File: src/sv/ptd_pkg.sv
// ---------------------------------------------------------------------------
// ptd_pkg
// Widths and shared types of the trial-division primality tester.
// ---------------------------------------------------------------------------
`default_nettype none

package ptd_pkg;

    localparam int DATA_WIDTH = 32;
    // Magnitude of a positive input (sign bit dropped).
    localparam int MAG_W      = DATA_WIDTH - 1;
    // Trial divisors never exceed floor(sqrt(max)) + 1.
    localparam int DIV_W      = (MAG_W + 1) / 2 + 1;
    // Step counter of the radix-2 divider.
    localparam int CNT_W      = $clog2(MAG_W);

    typedef struct packed {
        logic             start;
        logic [MAG_W-1:0] dividend;
        logic [DIV_W-1:0] divisor;
    } t_div_req;

    typedef struct packed {
        logic             done;
        logic [MAG_W-1:0] quotient;
        logic [DIV_W-1:0] remainder;
    } t_div_rsp;

endpackage

`default_nettype wire

File: src/sv/ptd_div.sv
// ---------------------------------------------------------------------------
// ptd_div
// Restoring radix-2 divider, one quotient bit per cycle.
// ---------------------------------------------------------------------------
`default_nettype none

module ptd_div
    import ptd_pkg::*;
(
    input  logic     i_clk,
    input  logic     i_rst_n,
    input  t_div_req i_req,
    output t_div_rsp o_rsp
);

    logic             r_busy;
    logic             r_done;
    logic [CNT_W-1:0] r_cnt;
    logic [MAG_W-1:0] r_quo;
    logic [DIV_W-1:0] r_rem;
    logic [DIV_W-1:0] r_dvs;

    logic [DIV_W:0]   rem_sh;
    logic [DIV_W+1:0] diff;
    logic             fits;
    logic [MAG_W-1:0] n_quo;
    logic [DIV_W-1:0] n_rem;

    // The dividend shifts out of the top of r_quo while quotient bits enter below.
    always_comb begin
        rem_sh = {r_rem, r_quo[MAG_W-1]};
        diff   = {1'b0, rem_sh} - {2'b00, r_dvs};
        fits   = ~diff[DIV_W+1];
        n_quo  = {r_quo[MAG_W-2:0], fits};
        n_rem  = fits ? diff[DIV_W-1:0] : rem_sh[DIV_W-1:0];
    end

    always_ff @(posedge i_clk) begin
        if (!i_rst_n) begin
            r_busy <= 1'b0;
            r_done <= 1'b0;
            r_cnt  <= '0;
        end else begin
            r_done <= 1'b0;
            if (i_req.start) begin
                r_busy <= 1'b1;
                r_cnt  <= CNT_W'(MAG_W - 1);
            end else if (r_busy) begin
                if (r_cnt == '0) begin
                    r_busy <= 1'b0;
                    r_done <= 1'b1;
                end else begin
                    r_cnt <= r_cnt - 1'b1;
                end
            end
        end
    end

    always_ff @(posedge i_clk) begin
        if (i_req.start) begin
            r_quo <= i_req.dividend;
            r_rem <= '0;
            r_dvs <= i_req.divisor;
        end else if (r_busy) begin
            r_quo <= n_quo;
            r_rem <= n_rem;
        end
    end

    assign o_rsp.done      = r_done;
    assign o_rsp.quotient  = r_quo;
    assign o_rsp.remainder = r_rem;

endmodule

`default_nettype wire

File: src/sv/primality_trial_division.sv
// ---------------------------------------------------------------------------
// primality_trial_division: trial-division primality test of a signed input.
// Values below 2 answer in the cycle after the request. Otherwise each trial
// divisor takes one pass of the shared radix-2 divider, and the test
// runs up to floor(sqrt(n)) divisors.
// busy stays high until the result strobe. Synchronous reset returns to idle.
// ---------------------------------------------------------------------------
`default_nettype none

module primality_trial_division
    import ptd_pkg::*;
(
    input  logic                  i_clk,
    input  logic                  i_rst_n,
    input  logic                  start,
    input  logic [DATA_WIDTH-1:0] i_number,
    output logic                  busy,
    output logic                  o_done,
    output logic                  o_is_prime
);

    typedef enum logic [1:0] {
        S_IDLE = 2'b01,
        S_RUN  = 2'b10
    } t_state;

    t_state           r_state;
    logic             r_div_start;
    logic             r_done;
    logic             r_is_prime;
    logic [MAG_W-1:0] r_n;
    logic [DIV_W-1:0] r_d;

    t_div_req div_req;
    t_div_rsp div_rsp;

    logic accept;
    logic trivial;
    logic past_bound;

    assign accept  = start && (r_state == S_IDLE);
    // Negative, zero and one are never prime.
    assign trivial = i_number[DATA_WIDTH-1] || (i_number[MAG_W-1:1] == '0);
    // The divisor has passed sqrt(n) once it exceeds n / d.
    assign past_bound = {{(MAG_W-DIV_W){1'b0}}, r_d} > div_rsp.quotient;

    assign div_req.start    = r_div_start;
    assign div_req.dividend = r_n;
    assign div_req.divisor  = r_d;

    ptd_div u_div (
        .i_clk   (i_clk),
        .i_rst_n (i_rst_n),
        .i_req   (div_req),
        .o_rsp   (div_rsp)
    );

    always_ff @(posedge i_clk) begin
        if (!i_rst_n) begin
            r_state     <= S_IDLE;
            r_div_start <= 1'b0;
            r_done      <= 1'b0;
        end else begin
            r_div_start <= 1'b0;
            r_done      <= 1'b0;
            case (r_state)
                S_IDLE: begin
                    if (accept) begin
                        if (trivial) begin
                            r_done <= 1'b1;
                        end else begin
                            r_div_start <= 1'b1;
                            r_state     <= S_RUN;
                        end
                    end
                end
                S_RUN: begin
                    if (div_rsp.done) begin
                        if (past_bound || (div_rsp.remainder == '0)) begin
                            r_done  <= 1'b1;
                            r_state <= S_IDLE;
                        end else begin
                            r_div_start <= 1'b1;
                        end
                    end
                end
                default: begin
                    r_state <= S_IDLE;
                end
            endcase
        end
    end

    always_ff @(posedge i_clk) begin
        if (accept) begin
            r_n        <= i_number[MAG_W-1:0];
            r_d        <= DIV_W'(2);
            r_is_prime <= 1'b0;
        end else if ((r_state == S_RUN) && div_rsp.done) begin
            if (past_bound) begin
                r_is_prime <= 1'b1;
            end else if (div_rsp.remainder != '0) begin
                r_d <= r_d + 1'b1;
            end
        end
    end

    assign busy       = (r_state != S_IDLE);
    assign o_done     = r_done;
    assign o_is_prime = r_is_prime;

endmodule

`default_nettype wire

File: config.mk
export PLATFORM = sky130hd
export DESIGN_NAME = primality_trial_division
export DESIGN_NICKNAME = d
export VERILOG_FILES = /design/src/sv/ptd_pkg.sv /design/src/sv/ptd_div.sv /design/src/sv/primality_trial_division.sv
export SDC_FILE = /design/constraint.sdc
export NUM_CORES = 1
export LEC_CHECK = 0
export ABC_CLOCK_PERIOD_IN_PS = 3250
export BUFFER_PORTS_ARGS = -buffer_cell sky130_fd_sc_hd__buf_2
export CAP_MARGIN = 20
export CORE_MARGIN = 10
export CORE_UTILIZATION = 61
export DETAILED_ROUTE_END_ITERATION = 10
export PLACE_DENSITY = 0.85
export RECOVER_POWER = 25
export REMOVE_ABC_BUFFERS = 1
export SLEW_MARGIN = 30
export SYNTH_ARGS = -nofsm -noshare
export SYNTH_HDL_FRONTEND = slang
export SYNTH_SLANG_ARGS = --single-unit
File: constraint.sdc
create_clock -name i_clk -period 3.25 [get_ports i_clk]
set_input_delay 0.65 -clock i_clk [delete_from_list [all_inputs] [get_ports i_clk]]
set_output_delay 0.65 -clock i_clk [all_outputs]
set_load 0.005 [all_outputs]
Yosys cells after proc, flatten, opt, wreduce, memory -nomap -nowiden. Index checks and enable logic that the tools add are counted.

Flip-flop bits (word level): 125. Input port bits: 35. Output and inout port bits: 3. Word-level logic and storage cells: 71.

Add/sub/neg operators: 3. $lt $le $gt $ge: 1. Eq/ne operators: 8. Multiplexer cells: 25. Bitwise operators: 5. Reductions and logical operators: 16.

Operator list (count): 2-to-1 mux 31 bit (2); > comparator 17 x 31 -> 1 bit (1); logical NOT 30 bit (1); subtractor 18 x 17 -> 19 bit (1); adder 17 x 1 -> 17 bit (second input constant) (1); logical NOT 17 bit (1); 2-to-1 mux 17 bit (1); nonzero test 17 bit (1); 2-to-1 mux 5 bit (3); 2-to-1 mux 1 bit (12); 2-to-1 mux 2 bit (4); != test 2 bit (second input constant) (4); AND reduction 2 bit (3); logical NOT 5 bit (1); NOT 1 bit (5); subtractor 5 x 1 -> 5 bit (second input constant) (1); != test 2 x 1 -> 1 bit (second input constant) (2); case mux 1 bit (2 select lines) (2); case mux 2 bit (2 select lines) (1); AND reduction 4 bit (1); AND reduction 3 bit (1); OR reduction 3 bit (1); equality test 2 x 1 -> 1 bit (second input constant) (1); equality test 2 bit (second input constant) (1); other kinds (4) (6).

Logic depth before layout (Yosys ltp).
Depth in word-level cells: 5. Gate-level depth with buffers: 11. Mapped depth without buffers: 10.

Cells and area by module. From an unflattened synthesis, not the netlist that was laid out.

Cell total of the unflattened synthesis: 590. Area total of the unflattened synthesis: 6453.7 um^2.

Modules (own cells, without submodules): ptd_div (instances 1, cells each 339, area an instance 3812.4 um^2); primality_trial_division (instances 1, cells each 251, area an instance 2641.3 um^2).

Least setup slack after synthesis. OpenSTA, ideal clock, no wires.

Kind: in2reg. Start: in start. End: reg r_n[0] (enable). Setup time: 0.408 ns. Arrival: 2.113 ns. Required time: 2.842 ns. Path slack: 0.729 ns. Cell stages on the path: 4. Path buffers: 2. Cell sequence: nand2_1 clkbuf_1 inv_1 clkbuf_1.

Longest elaborated chain between the ends: 1.

RTL lines: start: declaration (RTL line primality_trial_division.sv:15) `input logic start,`; logical AND 1 bit (RTL line primality_trial_division.sv:41) `assign accept = start && (r_state == S_IDLE);`; net accept (RTL line primality_trial_division.sv:37) `logic accept;`; end signal: assignment (RTL line primality_trial_division.sv:96) `r_n <= i_number[MAG_W-1:0];`; end: declaration (RTL line primality_trial_division.sv:31) `logic [MAG_W-1:0] r_n;`.

The timed path passes the listed nets, and every way through them passes these cells. A chain may end at the register's enable or synchronous reset.

Worst setup path in the final report.
Start: reg u_div.r_quo[30]. End: reg u_div.r_rem[14].

Longest elaborated chain between the ends: 2.

RTL lines: start: declaration (RTL line ptd_div.sv:19) `logic [MAG_W-1:0] r_quo;`; start signal: assignment (RTL line ptd_div.sv:61) `r_quo <= i_req.dividend;`; start signal: assignment (RTL line ptd_div.sv:65) `r_quo <= n_quo;`; subtractor 18 x 17 -> 19 bit (RTL line ptd_div.sv:32) `diff = {1'b0, rem_sh} - {2'b00, r_dvs};`; 2-to-1 mux 17 bit (RTL line ptd_div.sv:35) `n_rem = fits ? diff[DIV_W-1:0] : rem_sh[DIV_W-1:0];`; end signal: assignment (RTL line ptd_div.sv:66) `r_rem <= n_rem;`; end: declaration (RTL line ptd_div.sv:20) `logic [DIV_W-1:0] r_rem;`.

Every way passes these cells.

==> run summary <==
Starting density of the core - 62.0%
Final worst path period share - 88.6%
Postcts setup bufs - 0
Final setup fails - 0
Synth Area in XOR/XNOR - 1.66%
VDD IR max - 422 uV
Unrepaired setup endpoints after global routing - false
Asr flop ratio synth - 0%
CTS Sinks - 125
CP Capture Type - register
P&R area growth vs syn - 14.3%
Final Hold Fails - 0
Via count - 4980
Fmax - 347 MHz
Inserted Clock Buffers - 17
Yosys top cell area share - 37.4%
Port bufs - 37
DP Area - 6660 sq um
Max_cap viols - 0
DR iter-0 viols - 553
Core ar. - 10200 sq um
Vias in the first global route - 4880
Predominant post-synthesis flop cell - edfxtp_1
Worst Max-Slew Pin Slew - 1.41 ns
Worst EP arrival - 3.34 ns
Seq cells post-synth - 125
Routed Antenna Nets - 0
HP Start - i_number[0]
Vias per cell - 6.35
Post-synth EDFFs - 79
Adder-Cell Fraction of Synth Area - 7.81%
Layout Skew - 0.00692 ns
Layout cells sized above 1 - 11.1%
Average wire per standard cell - 19.1 um
RR Startpoint - u_div.r_quo[30]
Synth Area in Simple Gates - 13.6%
Yosys warning count - 0
Total track usage - 20.7%
Req. time, crit path - 3.71 ns
Detailed Place HPWL - 10.1 mm
Pleak - 2.78 nW
GRT overflow - 0
Fin. max-slew vios - 0
Die area - 14900 sq um
Global-route wire length before repair - 24.4 mm
CP Launch Type - register
Y dimension of the die - 122 um
CTS tree - yes
Initial antenna violation count - 0
Fin area - 7250 sq um
Chip Width - 122 um
Nets - 709
Power Density - 732 nW/um^2
Final worst path period need - 2.88 ns
Worst Setup SP - u_div.r_quo[30]
Synth cell types - 62
Synth area leaders - edfxtp_1, dfxtp_1, ha_1
Most common cell in the netlist - edfxtp_1
Syn_area_per_cell - 10.7 sq um
Crit path kind - reg -> reg
Slew margin rel. - 5.82%
Clock Latency Late Sink - 0.52 ns
Floorplan row count - 37
Clock Pin Slew Worst Setup and Hold Paths - 0.06 ns
Number of diodes - 0
Final Wtd Congestion - 0.883
Post-synthesis compound-gate area fraction - 16.6%
Root Buffer - clkbuf_8
Largest net degree at the start of global routing - 73
Drt total wl - 15.0 mm
Min Hold Slack - 0.309 ns
PostCTS Resize Cnt - 0
Mapped cell area - 6340 sq um
Combinational family with the most area after synthesis - compound AO/OA/AOI/OAI gates
Drt first pass iters - 7
Worst min-delay path class - in -> reg
Status - completed
Core Util, Final - 70.8%
Max clock buf depth - 2
Synth cell count leaders - edfxtp_1, inv_1, dfxtp_1
Sequential share of the synthesized area - 51.9%
Post-route setup TNS - 0 ns
Post-synthesis mux area share - 3.75%
DRC Markers - 0
Ports - 38
Synth area leader - edfxtp_1
H-tree depth - 4
Cells after Synth - 594
Worst-path fanout max - 26
Cts hold-fix bufs - 0
Pwr Total - 0.00530 W
-- final timing paths --
check / to / slack, ns / depth (start not counted)
max: u_div.r_rem[14] / 0.37 / 11
min: r_n[0] / 0.31 / 1
max reg2reg: u_div.r_rem[14] / 0.37 / 11
min reg2reg: u_div.r_rem[7] / 0.49 / 2
-- kinds of logic (layout without fill, tap and decap cells) --
logic type / count (synthesis) / after routing
muxes: 22 / 22
buffers and inverters: 74 / 128
DFF: 125 / 125
and+or+nand+nor: 170 / 170
xor gates and xnor gates: 12 / 12
AOI/OAI and AO/OA: 152 / 152
adders and majority gates: 39 / 39
-- power by group --
| group | leakage [nW] | internal [W] | total (W) | switching [W] |
|---|---|---|---|---|
| registers | 1.11 | 0.00188 | 0.00202 | 0.000146 |
| logic | 1.37 | 0.000548 | 0.00131 | 0.000762 |
| clock network | 0.300 | 0.00126 | 0.00197 | 0.000715 |
-- critical path, stage by stage (launching register included) --
cell and delay [ns]:
edfxtp_1 0.35, inv_1 0.07, ha_1 0.23, fa_1 0.42, nor2b_1 0.16, o31a_1 0.26, o221ai_2 0.16, a21oi_2 0.24
o41ai_4 0.08, buf_4 0.24, or4_1 0.54, nand2_1 0.07
-- per-layer routing --
layer / routed length, um / track usage [%]
met1: 6000 / 24.1
met2: 7570 / 35.4
met3: 919 / 4.49
met4: 515 / 10.1
met5: 0 / 0
-- metrics by stage --
step           instances  setup WS (ns)
2_1_floorplan        572         -0.136
3_3_place_gp         752          0.491
3_5_place_dp         752          0.439
4_1_cts              784          0.389
5_1_grt              784          0.229
6_report             784          0.370
-- sequential cells by signal, indices dropped and copies added (netlist names) --
signal,flops
u_div.r_busy,1
r_n,31
r_d,17
o_is_prime,1
u_div.r_dvs,17
u_div.r_done,1
r_div_start,1
o_done,1
r_state,2
u_div.r_rem,17
u_div.r_quo,31
u_div.r_cnt,5
-- layout make-up --
| cell class | count | area [sq um] |
|---|---|---|
| fillers | 704 | 2980 |
| flip-flops and latches | 125 | 3290 |
| clock buffers | 17 | 414 |
| well taps | 136 | 170 |
| multi-input cells | 395 | 2760 |
| inverters | 52 | 195 |
| clock inverters | 15 | 206 |
| repair buffers | 44 | 205 |
-- layout by cell type (no fill, tap or decap), drive strengths merged, types with 8 or more instances in the layout --
cell type,synthesis,final
nand2b,8,8
o21ai,39,39
or4,10,10
dfxtp,46,46
edfxtp,79,79
mux2,14,14
o21a,14,14
o31ai,11,11
nand3,13,13
nand2,43,43
nor3,9,9
inv,51,56
a21oi,30,30
buf,6,19
nor2,36,36
ha,38,38
clkbuf,16,42
mux2i,8,8
nor4,17,17
Note: power is estimated with default switching activity, not from simulation.
